===== config.mk =====
export PLATFORM = sky130hd
export DESIGN_NAME = copier_cart_bank_mapper_irq_core
export DESIGN_NICKNAME = d
export VERILOG_FILES = /design/src/ccbm_pkg.sv /design/src/copier_cart_bank_mapper_irq_core.sv /design/src/ccbm_core.sv
export SDC_FILE = /design/constraint.sdc
export NUM_CORES = 1
export LEC_CHECK = 0
export CAP_MARGIN = 5
export CELL_PAD_IN_SITES_DETAIL_PLACEMENT = 0
export CELL_PAD_IN_SITES_GLOBAL_PLACEMENT = 1
export CORE_UTILIZATION = 32
export CTS_CLUSTER_DIAMETER = 200
export CTS_CLUSTER_SIZE = 12
export DETAILED_ROUTE_END_ITERATION = 10
export DONT_BUFFER_PORTS = 1
export PLACE_DENSITY_LB_ADDON = 0.15
export SLEW_MARGIN = 20
export SYNTH_ARGS = -nofsm -noshare
export SYNTH_HDL_FRONTEND = slang
export SYNTH_SLANG_ARGS = --single-unit

===== constraint.sdc =====
create_clock -name aclk -period 6.4 [get_ports aclk]
set_input_delay 0.96 -clock aclk [delete_from_list [all_inputs] [get_ports aclk]]
set_output_delay 0.96 -clock aclk [all_outputs]
set_load 0.02 [all_outputs]

===== src/ccbm_pkg.sv =====
`default_nettype none

package ccbm_pkg;

    typedef struct packed {
        logic [1:0]  op;
        logic [15:0] addr;
        logic [7:0]  data;
        logic [7:0]  tick_cycles;
    } in_word_t;

    typedef struct packed {
        logic [1:0] target_kind;
        logic [7:0] bank_number;
        logic [1:0] mirroring_mode;
        logic       irq_line;
    } out_word_t;

    typedef struct packed {
        logic       we;
        logic       index;
        logic [0:0] data;
    } cfg_write_t;

    localparam logic [1:0] OP_WRITE     = 2'd0;
    localparam logic [1:0] OP_CPU_QUERY = 2'd1;
    localparam logic [1:0] OP_PPU_QUERY = 2'd2;
    localparam logic [1:0] OP_TICK      = 2'd3;

    localparam logic [1:0] KIND_NONE = 2'd0;
    localparam logic [1:0] KIND_PRG  = 2'd1;
    localparam logic [1:0] KIND_WRAM = 2'd2;
    localparam logic [1:0] KIND_CHR  = 2'd3;

    localparam logic CFG_REGISTER_MODE    = 1'b0;
    localparam logic CFG_HEADER_MIRRORING = 1'b1;

    localparam logic [15:0] ADDR_MIRROR_LO   = 16'h42FE;
    localparam logic [15:0] ADDR_MIRROR_HI   = 16'h42FF;
    localparam logic [15:0] ADDR_IRQ_DISABLE = 16'h4501;
    localparam logic [15:0] ADDR_IRQ_LOW     = 16'h4502;
    localparam logic [15:0] ADDR_IRQ_HIGH    = 16'h4503;
    localparam logic [15:0] ADDR_PRG_LO      = 16'h4504;
    localparam logic [15:0] ADDR_PRG_HI      = 16'h4507;
    localparam logic [15:0] ADDR_CHR_LO      = 16'h4510;
    localparam logic [15:0] ADDR_CHR_HI      = 16'h4517;
    localparam logic [15:0] ADDR_WRAM_LO     = 16'h6000;
    localparam logic [15:0] ADDR_PPU_LIMIT   = 16'h2000;

    localparam logic [6:0] PRG_FIXED_16K   = 7'h07;
    localparam logic [7:0] PRG_LAST_RESET  = 8'hFF;
    localparam logic [1:0] MIRROR_RESET    = 2'b11;

endpackage

`default_nettype wire


===== src/copier_cart_bank_mapper_irq_core.sv =====
`default_nettype none

// channel  direction  handshake           payload
// s_       in         s_valid / s_ready   s_word (ccbm_pkg::in_word_t)
// m_       out        m_valid / m_ready   m_word (ccbm_pkg::out_word_t)
// cfg_     in         cfg_we              cfg_index, cfg_data
// One word per cycle sustained while no result stalls; a word passes the input
// register, then the result register. The mapper state and the result are computed
// in one pass from the input register and land on the same edge, but a config
// write on that edge wins and the state is not updated. Synchronous active-low
// reset restores all mapper state; config writes apply at once. A stalled result
// holds the input register; s_ready drops only when both are full.

module copier_cart_bank_mapper_irq_core (
    input  wire logic                aclk,
    input  wire logic                aresetn,
    input  wire logic                cfg_we,
    input  wire logic                cfg_index,
    input  wire logic [0:0]          cfg_data,
    input  wire logic                s_valid,
    output logic                     s_ready,
    input  wire ccbm_pkg::in_word_t  s_word,
    output logic                     m_valid,
    input  wire logic                m_ready,
    output ccbm_pkg::out_word_t      m_word
);

    logic                 in_valid_reg;
    ccbm_pkg::in_word_t   in_word_reg;
    logic                 out_valid_reg;
    ccbm_pkg::out_word_t  out_word_reg;
    ccbm_pkg::out_word_t  result;
    ccbm_pkg::cfg_write_t cfg;
    logic                 advance;

    assign cfg.we    = cfg_we;
    assign cfg.index = cfg_index;
    assign cfg.data  = cfg_data;

    assign advance = in_valid_reg && (!out_valid_reg || m_ready);
    assign s_ready = !in_valid_reg || advance;
    assign m_valid = out_valid_reg;
    assign m_word  = out_word_reg;

    ccbm_core u_core (
        .aclk    (aclk),
        .aresetn (aresetn),
        .cfg     (cfg),
        .advance (advance),
        .item    (in_word_reg),
        .result  (result)
    );

    always_ff @(posedge aclk) begin
        if (!aresetn) begin
            in_valid_reg  <= 1'b0;
            out_valid_reg <= 1'b0;
        end else begin
            if (s_ready) begin
                in_valid_reg <= s_valid;
            end
            if (advance) begin
                out_valid_reg <= 1'b1;
            end else if (m_ready) begin
                out_valid_reg <= 1'b0;
            end
        end
    end

    always_ff @(posedge aclk) begin
        if (s_ready && s_valid) begin
            in_word_reg <= s_word;
        end
        if (advance) begin
            out_word_reg <= result;
        end
    end

`ifndef SYNTH
    a_stall_only_when_full: assert property (@(posedge aclk) disable iff (!aresetn)
        !s_ready |-> (in_valid_reg && out_valid_reg && !m_ready))
        else $error("input stalled while pipeline can move");

    a_write_gives_none: assert property (@(posedge aclk) disable iff (!aresetn)
        (advance && in_word_reg.op == ccbm_pkg::OP_WRITE)
            |=> (m_valid && m_word.target_kind == ccbm_pkg::KIND_NONE))
        else $error("write word produced a mapping");
`endif

endmodule

`default_nettype wire


===== src/ccbm_core.sv =====
`default_nettype none

module ccbm_core (
    input  wire logic                 aclk,
    input  wire logic                 aresetn,
    input  wire ccbm_pkg::cfg_write_t cfg,
    input  wire logic                 advance,
    input  wire ccbm_pkg::in_word_t   item,
    output ccbm_pkg::out_word_t       result
);

    logic        register_mode_reg;
    logic [7:0]  prg_bank_reg [4];
    logic [7:0]  prg_bank_next [4];
    logic [7:0]  chr_bank_reg [8];
    logic [7:0]  chr_bank_next [8];
    logic [7:0]  latch_reg;
    logic [7:0]  latch_next;
    logic [1:0]  mirror_reg;
    logic [1:0]  mirror_next;
    logic        enable_reg;
    logic        enable_next;
    logic [15:0] count_reg;
    logic [15:0] count_next;
    logic        irq_reg;
    logic        irq_next;
    logic [16:0] tick_sum;
    logic [1:0]  kind;
    logic [7:0]  bank;

    assign tick_sum = {1'b0, count_reg} + {9'd0, item.tick_cycles};

    always_comb begin
        prg_bank_next = prg_bank_reg;
        chr_bank_next = chr_bank_reg;
        latch_next    = latch_reg;
        mirror_next   = mirror_reg;
        enable_next   = enable_reg;
        count_next    = count_reg;
        irq_next      = irq_reg;
        kind          = ccbm_pkg::KIND_NONE;
        bank          = 8'd0;
        unique case (item.op)
            ccbm_pkg::OP_WRITE: begin
                priority if (item.addr == ccbm_pkg::ADDR_MIRROR_LO ||
                             item.addr == ccbm_pkg::ADDR_MIRROR_HI) begin
                    mirror_next = {item.addr[0], item.data[4]};
                end else if (item.addr == ccbm_pkg::ADDR_IRQ_DISABLE) begin
                    enable_next = 1'b0;
                    irq_next    = 1'b0;
                end else if (item.addr == ccbm_pkg::ADDR_IRQ_LOW) begin
                    count_next = {count_reg[15:8], item.data};
                    irq_next   = 1'b0;
                end else if (item.addr == ccbm_pkg::ADDR_IRQ_HIGH) begin
                    count_next  = {item.data, count_reg[7:0]};
                    enable_next = 1'b1;
                    irq_next    = 1'b0;
                end else if (item.addr >= ccbm_pkg::ADDR_PRG_LO &&
                             item.addr <= ccbm_pkg::ADDR_PRG_HI) begin
                    prg_bank_next[item.addr[1:0]] = item.data;
                end else if (item.addr >= ccbm_pkg::ADDR_CHR_LO &&
                             item.addr <= ccbm_pkg::ADDR_CHR_HI) begin
                    chr_bank_next[item.addr[2:0]] = item.data;
                end else if (item.addr[15]) begin
                    latch_next = item.data;
                end
            end
            ccbm_pkg::OP_CPU_QUERY: begin
                if (item.addr[15]) begin
                    kind = ccbm_pkg::KIND_PRG;
                    priority if (register_mode_reg) begin
                        bank = prg_bank_reg[item.addr[14:13]];
                    end else if (!item.addr[14]) begin
                        bank = {1'b0, latch_reg[7:2], item.addr[13]};
                    end else begin
                        bank = {ccbm_pkg::PRG_FIXED_16K, item.addr[13]};
                    end
                end else if (item.addr >= ccbm_pkg::ADDR_WRAM_LO) begin
                    kind = ccbm_pkg::KIND_WRAM;
                end
            end
            ccbm_pkg::OP_PPU_QUERY: begin
                if (item.addr < ccbm_pkg::ADDR_PPU_LIMIT) begin
                    kind = ccbm_pkg::KIND_CHR;
                    if (register_mode_reg) begin
                        bank = chr_bank_reg[item.addr[12:10]];
                    end else begin
                        bank = {3'd0, latch_reg[1:0], item.addr[12:10]};
                    end
                end
            end
            ccbm_pkg::OP_TICK: begin
                if (enable_reg) begin
                    if (tick_sum[16]) begin
                        irq_next    = 1'b1;
                        enable_next = 1'b0;
                        count_next  = 16'd0;
                    end else begin
                        count_next = tick_sum[15:0];
                    end
                end
            end
            default: begin
            end
        endcase
    end

    assign result.target_kind    = kind;
    assign result.bank_number    = bank;
    assign result.mirroring_mode = mirror_next;
    assign result.irq_line       = irq_next;

    always_ff @(posedge aclk) begin
        if (!aresetn) begin
            register_mode_reg <= 1'b0;
            prg_bank_reg      <= '{8'd0, 8'd0, 8'd0, ccbm_pkg::PRG_LAST_RESET};
            chr_bank_reg      <= '{default: 8'd0};
            latch_reg         <= 8'd0;
            mirror_reg        <= ccbm_pkg::MIRROR_RESET;
            enable_reg        <= 1'b0;
            count_reg         <= 16'd0;
            irq_reg           <= 1'b0;
        end else if (cfg.we) begin
            if (cfg.index == ccbm_pkg::CFG_REGISTER_MODE) begin
                register_mode_reg <= cfg.data[0];
            end else begin
                mirror_reg <= {1'b1, ~cfg.data[0]};
            end
        end else if (advance) begin
            prg_bank_reg <= prg_bank_next;
            chr_bank_reg <= chr_bank_next;
            latch_reg    <= latch_next;
            mirror_reg   <= mirror_next;
            enable_reg   <= enable_next;
            count_reg    <= count_next;
            irq_reg      <= irq_next;
        end
    end

`ifndef SYNTH
    a_irq_excludes_enable: assert property (@(posedge aclk) disable iff (!aresetn)
        !(enable_reg && irq_reg))
        else $error("irq pending while counter enabled");

    a_irq_rises_on_tick: assert property (@(posedge aclk) disable iff (!aresetn)
        $rose(irq_reg) |-> $past(advance && item.op == ccbm_pkg::OP_TICK && !cfg.we))
        else $error("irq raised without a tick");
`endif

endmodule

`default_nettype wire

==> flow_summary.json, run 1 <==
{
  "status": "finished, final reports clean",
  "die_x_um": 161,
  "hold_buffers": 0,
  "antenna_found_initial": 3,
  "synth-edff-count": 47,
  "cts_tree": "done",
  "cp-end-kind": "flop",
  "route.met3.wl_um": 1180,
  "synth_compound_area_share_pct": 13.0,
  "fp.dieH_um": 161,
  "portBuffers": 0,
  "peakVddDrop_mv": 0.157,
  "cts_num_sinks": 174,
  "wl_met1_um": 11800,
  "syn_to_final_growth_pct": 10.1,
  "synthMuxAreaShare_pct": 12.3,
  "clk_pin_slew_ns": 0.07,
  "syn-cell-area_sq_mm": 0.00809,
  "viasPerCell": 5.41,
  "layout_commonest_cell": "nand2_1",
  "synth-async-reset-ratio_pct": 0,
  "wire_per_inst_um": 21.0,
  "ys_warn_count": 0,
  "wl_met2_um": 10800,
  "synth_xor_area_share_pct": 0.541,
  "pwr_density_cell_mw_per_mm2": 269,
  "postCtsSetupRepairBufs": 0,
  "syn_inst": 838,
  "crit_type": "flop to flop",
  "startpoint_type": "flop",
  "placedCellCount": 1112,
  "layoutNonFillerInstCount": 1146,
  "antenna_left": 0,
  "cp.arrival_ns": 3.47,
  "drive_gt1_share_pct": 10.1,
  "clock_skew_ns": 0.0116,
  "drv_cap": 0,
  "cp.required_ns": 6.77,
  "p_leak_nw": 3.16,
  "drt_iter0_drc": 492,
  "insertion_delay_ns": 0.44,
  "syn_nets": 892,
  "synth.top_cell.area_share_pct": 31.4,
  "grt_overflow": 0,
  "ioPinCount": 56,
  "synthAdderAreaFrac_pct": 2.10,
  "grt_pass1_vias": 5892,
  "fin_crit_ns": 3.10,
  "gp_congestion": 0.818,
  "largest_register_ffs": 64,
  "dr_total_vias": 6205,
  "avgSynthCellArea_sq_um": 9.65,
  "synth_cell_types": 61,
  "top_layer": "met4",
  "hold_viol_final": 0,
  "yosysSeqAreaShare_pct": 48.9,
  "worst_slack_ns": 3.30,
  "wirelength_um": 24100,
  "start_util_pct": 33.0,
  "slew_headroom_pct": 27.5,
  "grtUsageTotal_pct": 19.0,
  "most-common-layout-cells": "nand2_1, dfxtp_1, a21oi_1",
  "synthTopCellsByArea": "dfxtp_1, edfxtp_1, a21oi_1",
  "fin_area_sq_mm": 0.00891,
  "synth_simple_gate_area_share_pct": 19.4,
  "synth_top_area_cell": "dfxtp_1",
  "ys_ff_latch": 174,
  "cts_max_level": 4,
  "numCtsBuffers": 17,
  "synth_top_family_by_area": "simple AND/OR/NAND/NOR gates",
  "rows": 57,
  "die_area_sq_mm": 0.0259,
  "post-route-period-util_pct": 48.4,
  "hpwlAfterDp_um": 15700,
  "grt_max_degree": 97,
  "hold_class": "flop to flop",
  "finalSetupViolCount": 0,
  "grt_pass1_wl_um": 36700,
  "pre_cts_ws_ns": 2.88,
  "postPlaceCellArea_sq_mm": 0.00829,
  "cts_buffer_depth": 2,
  "root_buffer": "clkbuf_16",
  "slew_viol_final": 0,
  "fin_nets": 861,
  "ys.flop_type": "dfxtp_1",
  "final.setup.tns_ns": 0,
  "drc_errors": 0,
  "whs_ns": 0.450,
  "max_freq_mhz": 323,
  "core_sq_mm": 0.0245,
  "firstDrtPassIters": 6,
  "ctsResizeCount": 0,
  "cp_max_fo": 8,
  "rsz0062_at_grt": "false",
  "nFillCells": 2454,
  "tightestPinTransition_ns": 1.09
}
==> stage by stage <==
stage / power, mW / utilization, %
6_report: 2.39 / 36.3
5_1_grt: 2.48 / 36.3
4_1_cts: 2.41 / 36.2
3_5_place_dp: 1.34 / 33.8
3_3_place_gp: 1.34 / 33.8
2_1_floorplan: 1.29 / -
==> layout make-up <==
type	instances	area, sq um	share of cell area [%]
sequential	174	3950	44.4
timing repair buffer	9	67.6	0.759
tap	324	405	4.55
inverter	11	41.3	0.464
clock inverter	14	169	1.90
clock buffer	18	429	4.82
antenna	2	5.00	0.0562
multi-input combinational	594	3830	43.1
==> report_power, final <==
part	internal [mW]	switching (mW)	total (mW)
registers	1.15	0.0501	1.20
logic	0.0390	0.0750	0.114
clock network	0.592	0.486	1.08
total	1.78	0.611	2.39
==> cells in the mapped netlist (4+ instances only) <==
cell type and number:
ha_1 12, mux2i_1 44, xnor2_1 4, nor2b_1 4
o21ai_0 26, buf_2 10, inv_1 10, nor3_1 4
a22oi_1 6, nand3_2 4, edfxtp_1 47, a21oi_1 105
o21a_1 5, mux4_2 23, a31oi_1 13, and2_1 6
clkbuf_1 42, nand2_1 132, o211ai_1 4, nand2b_1 4
dfxtp_1 127, nor2_1 61, a211oi_1 4, nor3b_1 5
nand3_1 68, nand4_1 9
==> routing by layer <==
metal  global-route usage, %  vias to the layer above
li1                        -                     2977
met1                    27.5                     3045
met2                    28.4                      167
met3                    4.39                       16
met4                    4.76                        0
met5                       0                        -
==> path summary, 6_finish.rpt <==
path	startpoint	to	slack, ns	depth (start not counted)
setup reg to reg	in_word_reg[0]$_DFFE_PP_	u_core.count_reg[0]$_SDFFE_PN0P_	3.30	8
hold / removal	u_core.chr_bank_reg[26]$_SDFFE_PN0P_	u_core.chr_bank_reg[26]$_SDFFE_PN0P_	0.45	2
setup / recovery	in_word_reg[0]$_DFFE_PP_	u_core.count_reg[0]$_SDFFE_PN0P_	3.30	8
hold reg to reg	u_core.chr_bank_reg[26]$_SDFFE_PN0P_	u_core.chr_bank_reg[26]$_SDFFE_PN0P_	0.45	2
==> logic make-up (layout without fill, tap and decap cells) <==
| family | Yosys count | after routing |
|---|---|---|
| AOI/OAI and AO/OA | 182 | 182 |
| xor gates and xnor gates | 5 | 5 |
| adders and majority gates | 13 | 13 |
| buffers and inverters | 70 | 52 |
| DFF | 174 | 174 |
| muxes | 70 | 70 |
| other | 0 | 2 |
| and+or+nand+nor | 324 | 324 |
==> worst max-delay path, stage by stage, from the launching register on <==
cell and delay [ns]:
edfxtp_1 0.38, ha_1 0.25, fa_1 0.44, a211oi_1 0.37, o21ai_0 0.30, and2_1 0.33
a21oi_1 0.60, a22oi_1 0.19, a21oi_1 0.19
Note: power is estimated with default switching activity, not from simulation.
==> inputs of run 2 (changes only) <==
--- a/config.mk
+++ b/config.mk
@@ -5,6 +5,7 @@
 export SDC_FILE = /design/constraint.sdc
 export NUM_CORES = 1
 export LEC_CHECK = 0
+export ABC_AREA = 1
 export CAP_MARGIN = 5
 export CELL_PAD_IN_SITES_DETAIL_PLACEMENT = 0
 export CELL_PAD_IN_SITES_GLOBAL_PLACEMENT = 1
==> constraint.sdc (replaced) <==
create_clock -name aclk -period 3.2 [get_ports aclk]
set_input_delay 0.48 -clock aclk [delete_from_list [all_inputs] [get_ports aclk]]
set_output_delay 0.48 -clock aclk [all_outputs]
set_load 0.02 [all_outputs]
==> run 2 against run 1 <==
  * Register-to-register slack worse by 2.8 ns
  * Clock power is 100% higher
  * Maximum frequency is 13% higher
  * Flip-flop and latch count stayed put
  * Via count is 29% higher
  * Clock skew is 0.0026 ns higher
  * Largest cell class is now multi-input gates
==> flow_summary.json, run 2 <==
{
  "die_area_sq_mm": 0.0288,
  "drt_iter0_drc": 582,
  "rows": 61,
  "synth_top_area_cell": "dfxtp_1",
  "pwr_density_cell_mw_per_mm2": 493,
  "ctsResizeCount": 0,
  "synth.top_cell.area_share_pct": 28.2,
  "post-route-period-util_pct": 85.5,
  "antenna_found_initial": 1,
  "die_x_um": 170,
  "firstDrtPassIters": 5,
  "syn_inst": 1269,
  "rsz0062_at_grt": "false",
  "antennaDiodeCount": 0,
  "grt_pass1_wl_um": 45000,
  "max_freq_mhz": 366,
  "crit_type": "flop to flop",
  "synth-edff-count": 47,
  "crit_path_top_delay_cell": "edfxtp_1",
  "largest_register_ffs": 64,
  "startpoint_type": "flop",
  "root_buffer": "clkbuf_16",
  "fin_nets": 1296,
  "most-common-layout-cells": "nand2_1, nor2_1, dfxtp_1",
  "reg2reg_slack_ns": 0.46,
  "syn-cell-area_sq_mm": 0.00901,
  "cts_tree": "done",
  "postPlaceCellArea_sq_mm": 0.00944,
  "peakVddDrop_mv": 0.254,
  "syn_to_final_growth_pct": 11.5,
  "synth_cell_types": 38,
  "postCtsSetupRepairBufs": 0,
  "fp.dieH_um": 170,
  "hold_class": "primary input to flop",
  "hold_buffers": 0,
  "synthMostInstantiatedCell": "nand2_1",
  "drc_errors": 0,
  "syn_nets": 1323,
  "tightestPinTransition_ns": 0.986,
  "clk_pin_slew_ns": 0.07,
  "fin_area_sq_mm": 0.0101,
  "cp_slowest_stage_delay_ns": 0.64,
  "yosysSeqAreaShare_pct": 43.9,
  "cp_max_fo": 128,
  "finalSetupViolCount": 0,
  "drv_cap": 0,
  "slew_headroom_pct": 33.9,
  "wirelength_um": 28700,
  "fin_crit_ns": 2.74,
  "viasPerCell": 4.91,
  "grtUsageTotal_pct": 20.5,
  "gp_congestion": 0.799,
  "synthTopCellsByArea": "dfxtp_1, edfxtp_1, nand2_1",
  "finalPower_mw": 4.96,
  "cp.arrival_ns": 3.05,
  "wire_per_inst_um": 17.6,
  "ioPinCount": 56,
  "cp-end-kind": "flop",
  "status": "finished, final reports clean",
  "cp_cell_sequence": "inv_2 > nor2_1 > nand2_2 > nor2_4 > nand3_1 > nand2_1 > nand2_1 > nor2_4 > buf_12 > nand3_1 > nand2_1 > nor2_1",
  "cp.required_ns": 3.51,
  "cts_max_level": 4,
  "ys_ff_latch": 174,
  "start_util_pct": 32.4,
  "grt_pass1_vias": 7704,
  "clock_skew_ns": 0.0142,
  "antenna_left": 0,
  "ys.flop_type": "dfxtp_1",
  "p_leak_nw": 4.11,
  "dr_total_vias": 8022,
  "synth_commonest_cells": "nand2_1, nor2_1, dfxtp_1, nand3_1, inv_1",
  "core_sq_mm": 0.0278,
  "synth-async-reset-ratio_pct": 0,
  "hold_viol_final": 0,
  "grt_max_degree": 129,
  "final_core_util_pct": 36.2,
  "cts_buffer_depth": 2,
  "grt_overflow": 0,
  "layout_commonest_cell": "nand2_1",
  "cpMostUsedCell": "nand2_1",
  "ys_warn_count": 0,
  "portBuffers": 0,
  "numCtsBuffers": 17,
  "avgSynthCellArea_sq_um": 7.10,
  "final.setup.tns_ns": 0,
  "insertion_delay_ns": 0.43,
  "hpwlAfterDp_um": 19300,
  "cts_num_sinks": 174,
  "drive_gt1_share_pct": 7.25,
  "slew_viol_final": 0
}
run 2: metrics by stage:
step,setup slack [ns],std cells,hold slack [ns]
2_1_floorplan,1.11,1269,0.424
3_3_place_gp,0.587,1601,0.455
3_5_place_dp,0.500,1601,0.458
4_1_cts,0.498,1633,0.122
5_1_grt,0.223,1633,0.117
6_report,0.465,1633,0.143
run 2: worst paths after layout:
check | from | to | cells after the start
max | in_word_reg[30]$_DFFE_PP_ | u_core.chr_bank_reg[18]$_SDFFE_PN0P_ | 12
min | s_word[7] | in_word_reg[7]$_DFFE_PP_ | 0
max reg2reg | in_word_reg[30]$_DFFE_PP_ | u_core.chr_bank_reg[18]$_SDFFE_PN0P_ | 12
min reg2reg | u_core.chr_bank_reg[45]$_SDFFE_PN0P_ | u_core.chr_bank_reg[45]$_SDFFE_PN0P_ | 2
run 2: cells by family after synthesis:
family          after synthesis  share of synthesized area, %
buf+inv                     200                          8.77
xor+xnor                      7                         0.680
flops                       174                          43.9
simple gates                658                          31.3
fa+ha+maj                    13                          1.89
compound gates              217                          13.5
run 2: report_power, final:
part	switching, mW	internal, mW
registers	0.0539	2.31
clock network	0.936	1.27
logic	0.283	0.105
total	1.27	3.69
run 2: worst max-delay path: cells and delay by family (launching register included):
kind                   cells  cell delay, ns
buffers and inverters      2            0.62
and+or+nand+nor           10            1.26
DFF                        1            0.64
run 2: cell type report:
cell class,count,area (sq um)
well taps,378,473
inverters,127,477
flip-flops and latches,174,3950
clock inverters,11,124
multi-input cells,895,4290
fillers,2985,17700
clock buffers,21,493
repair buffers,27,240
run 2: metal layers:
layer | GRT usage (%) | vias up | share of wire [%]
met2 | 33.6 | 184 | 46
met3 | 3.37 | 28 | 3.6
li1 | - | 4129 | -
met1 | 27.7 | 3681 | 48
met5 | 0 | - | 0
met4 | 5.95 | 0 | 2.0
==> inputs of run 3 (changes only) <==
--- a/config.mk
+++ b/config.mk
@@ -5,10 +5,11 @@
 export SDC_FILE = /design/constraint.sdc
 export NUM_CORES = 1
 export LEC_CHECK = 0
-export ABC_AREA = 1
+export ABC_AREA = 0
 export CAP_MARGIN = 5
 export CELL_PAD_IN_SITES_DETAIL_PLACEMENT = 0
 export CELL_PAD_IN_SITES_GLOBAL_PLACEMENT = 1
+export CORE_MARGIN = 4
 export CORE_UTILIZATION = 32
 export CTS_CLUSTER_DIAMETER = 200
 export CTS_CLUSTER_SIZE = 12
==> run 3 against run 2 <==
  * Clock power about the same
  * Die area decreased by 3.3%
  * Routed wire length decreased by 15%
  * Critical endpoint is now u_core.count_reg[0]$_SDFFE_PN0P_
==> flow_summary.json, run 3 (same netlist as run 1, synthesis figures left out) <==
{
  "status": "finished, final reports clean",
  "post-route-period-util_pct": 87.3,
  "wirelength_um": 24400,
  "startpoint_type": "flop",
  "rows": 57,
  "cts_tree": "done",
  "clk_pin_slew_ns": 0.07,
  "regArea_sq_mm": 0.00395,
  "fin_nets": 874,
  "drt_iter0_drc": 519,
  "hpwlAfterDp_um": 16400,
  "multiInputGateArea_sq_mm": 0.00383,
  "p_leak_nw": 3.23,
  "max_freq_mhz": 358,
  "antenna_found_initial": 1,
  "portBuffers": 0,
  "fp.dieH_um": 167,
  "start_util_pct": 32.9,
  "slew_headroom_pct": 37.9,
  "postCtsSetupRepairBufs": 0,
  "antenna_left": 0,
  "wire_per_inst_um": 21.1,
  "grtUsageTotal_pct": 17.3,
  "r2r-start": "in_word_reg[0]$_DFFE_PP_",
  "cts_num_sinks": 174,
  "peakVddDrop_mv": 0.318,
  "drive_gt1_share_pct": 11.4,
  "hold_class": "primary input to flop",
  "hold_end": "u_core.mirror_reg[1]$_SDFFE_PN1P_",
  "cts_buffer_depth": 2,
  "firstDrtPassIters": 5,
  "gp_congestion": 0.827,
  "crit_path_top_delay_cell": "fa_1",
  "drc_errors": 0,
  "grt_pass1_wl_um": 37400,
  "finalSetupViolCount": 0,
  "grt_pass1_vias": 6088,
  "fin_crit_ns": 2.79,
  "grt_max_degree": 97,
  "r2r-end": "u_core.count_reg[0]$_SDFFE_PN0P_",
  "final.setup.tns_ns": 0,
  "rsz0062_at_grt": "false",
  "die_area_sq_mm": 0.0279,
  "reg2reg_slack_ns": 0.41,
  "antennaDiodeCount": 0,
  "hold_depth": 1,
  "hold_start": "aresetn",
  "cp-end-kind": "flop",
  "largest_register_ffs": 64,
  "ctsResizeCount": 0,
  "cp.required_ns": 3.56,
  "nFillCells": 2491,
  "slew_viol_final": 0,
  "core_sq_mm": 0.0246,
  "worst_slack_ns": 0.406,
  "tightestPinTransition_ns": 0.931,
  "pre_cts_ws_ns": 0.490,
  "ioPinCount": 56,
  "hold_viol_final": 0,
  "die_x_um": 167,
  "final_core_util_pct": 36.7,
  "drv_cap": 0,
  "cp_cell_sequence": "ha_1 > fa_1 > a211oi_1 > o21ai_0 > and2_1 > a21oi_1 > buf_4 > a22oi_1 > a21oi_1",
  "insertion_delay_ns": 0.43,
  "dr_total_vias": 6374,
  "cts_max_level": 4,
  "cp_num_buf_inv": 1,
  "layout_commonest_cell": "nand2_1",
  "syn_to_final_growth_pct": 11.6,
  "viasPerCell": 5.51,
  "cp_slowest_stage_delay_ns": 0.43,
  "worstRegToRegCells": 9,
  "crit_family": "compound AO/OA/AOI/OAI gates",
  "pwr_density_cell_mw_per_mm2": 535,
  "cp_max_fo": 8,
  "cp.arrival_ns": 3.16,
  "numCtsBuffers": 17,
  "grt_overflow": 0,
  "root_buffer": "clkbuf_16",
  "crit_type": "flop to flop",
  "most-common-layout-cells": "nand2_1, dfxtp_1, a21oi_1",
  "cpMostUsedCell": "a21oi_1",
  "hold_buffers": 0,
  "clock_skew_ns": 0.00874
}
run 3: layout make-up:
cell class | count | area share [%]
Multi-Input combinational cell | 594 | 42.4
Timing Repair Buffer | 22 | 1.97
Inverter | 11 | 0.458
Clock buffer | 21 | 5.10
Tap cell | 324 | 4.49
Sequential cell | 174 | 43.8
Clock inverter | 11 | 1.75
run 3: how the worst max path moves through the flow:
stage                                             endpoint  depth (start not counted)  slack, ns                      from
after detailed placement  u_core.count_reg[2]$_SDFFE_PN0P_                          9       0.49  in_word_reg[0]$_DFFE_PP_
after global placement    u_core.count_reg[0]$_SDFFE_PN0P_                          9       0.56  in_word_reg[0]$_DFFE_PP_
after global routing      u_core.count_reg[4]$_SDFFE_PN0P_                          9       0.23  in_word_reg[0]$_DFFE_PP_
final                     u_core.count_reg[0]$_SDFFE_PN0P_                          9       0.41  in_word_reg[0]$_DFFE_PP_
after floorplan           u_core.count_reg[0]$_SDFFE_PN0P_                          9       0.68  in_word_reg[0]$_DFFE_PP_
after CTS                 u_core.count_reg[2]$_SDFFE_PN0P_                          9       0.46  in_word_reg[0]$_DFFE_PP_
run 3: layer usage:
| layer | global-route usage [%] | share of wire (%) | up-vias |
|---|---|---|---|
| met1 | 25.0 | 49 | 3197 |
| met4 | 4.23 | 1.1 | 2 |
| met5 | 0 | 0.033 | - |
| met2 | 26.2 | 45 | 161 |
| met3 | 4.10 | 4.8 | 23 |
| li1 | - | - | 2991 |
run 3: metrics by stage:
step | cells | power (mW) | area [sq um] | hold WS, ns
floorplan | 838 | 2.59 | 8090 | 0.428
global placement | 1125 | 2.69 | 8400 | 0.434
detailed placement | 1125 | 2.69 | 8400 | 0.443
CTS | 1157 | 4.87 | 9020 | 0.104
global route | 1157 | 5.00 | 9020 | 0.104
finish | 1157 | 4.83 | 9020 | 0.117
run 3: report_power, final:
group | internal, mW | switching [mW]
registers | 2.30 | 0.0842
logic | 0.0866 | 0.167
clock network | 1.28 | 0.901
total | 3.67 | 1.15
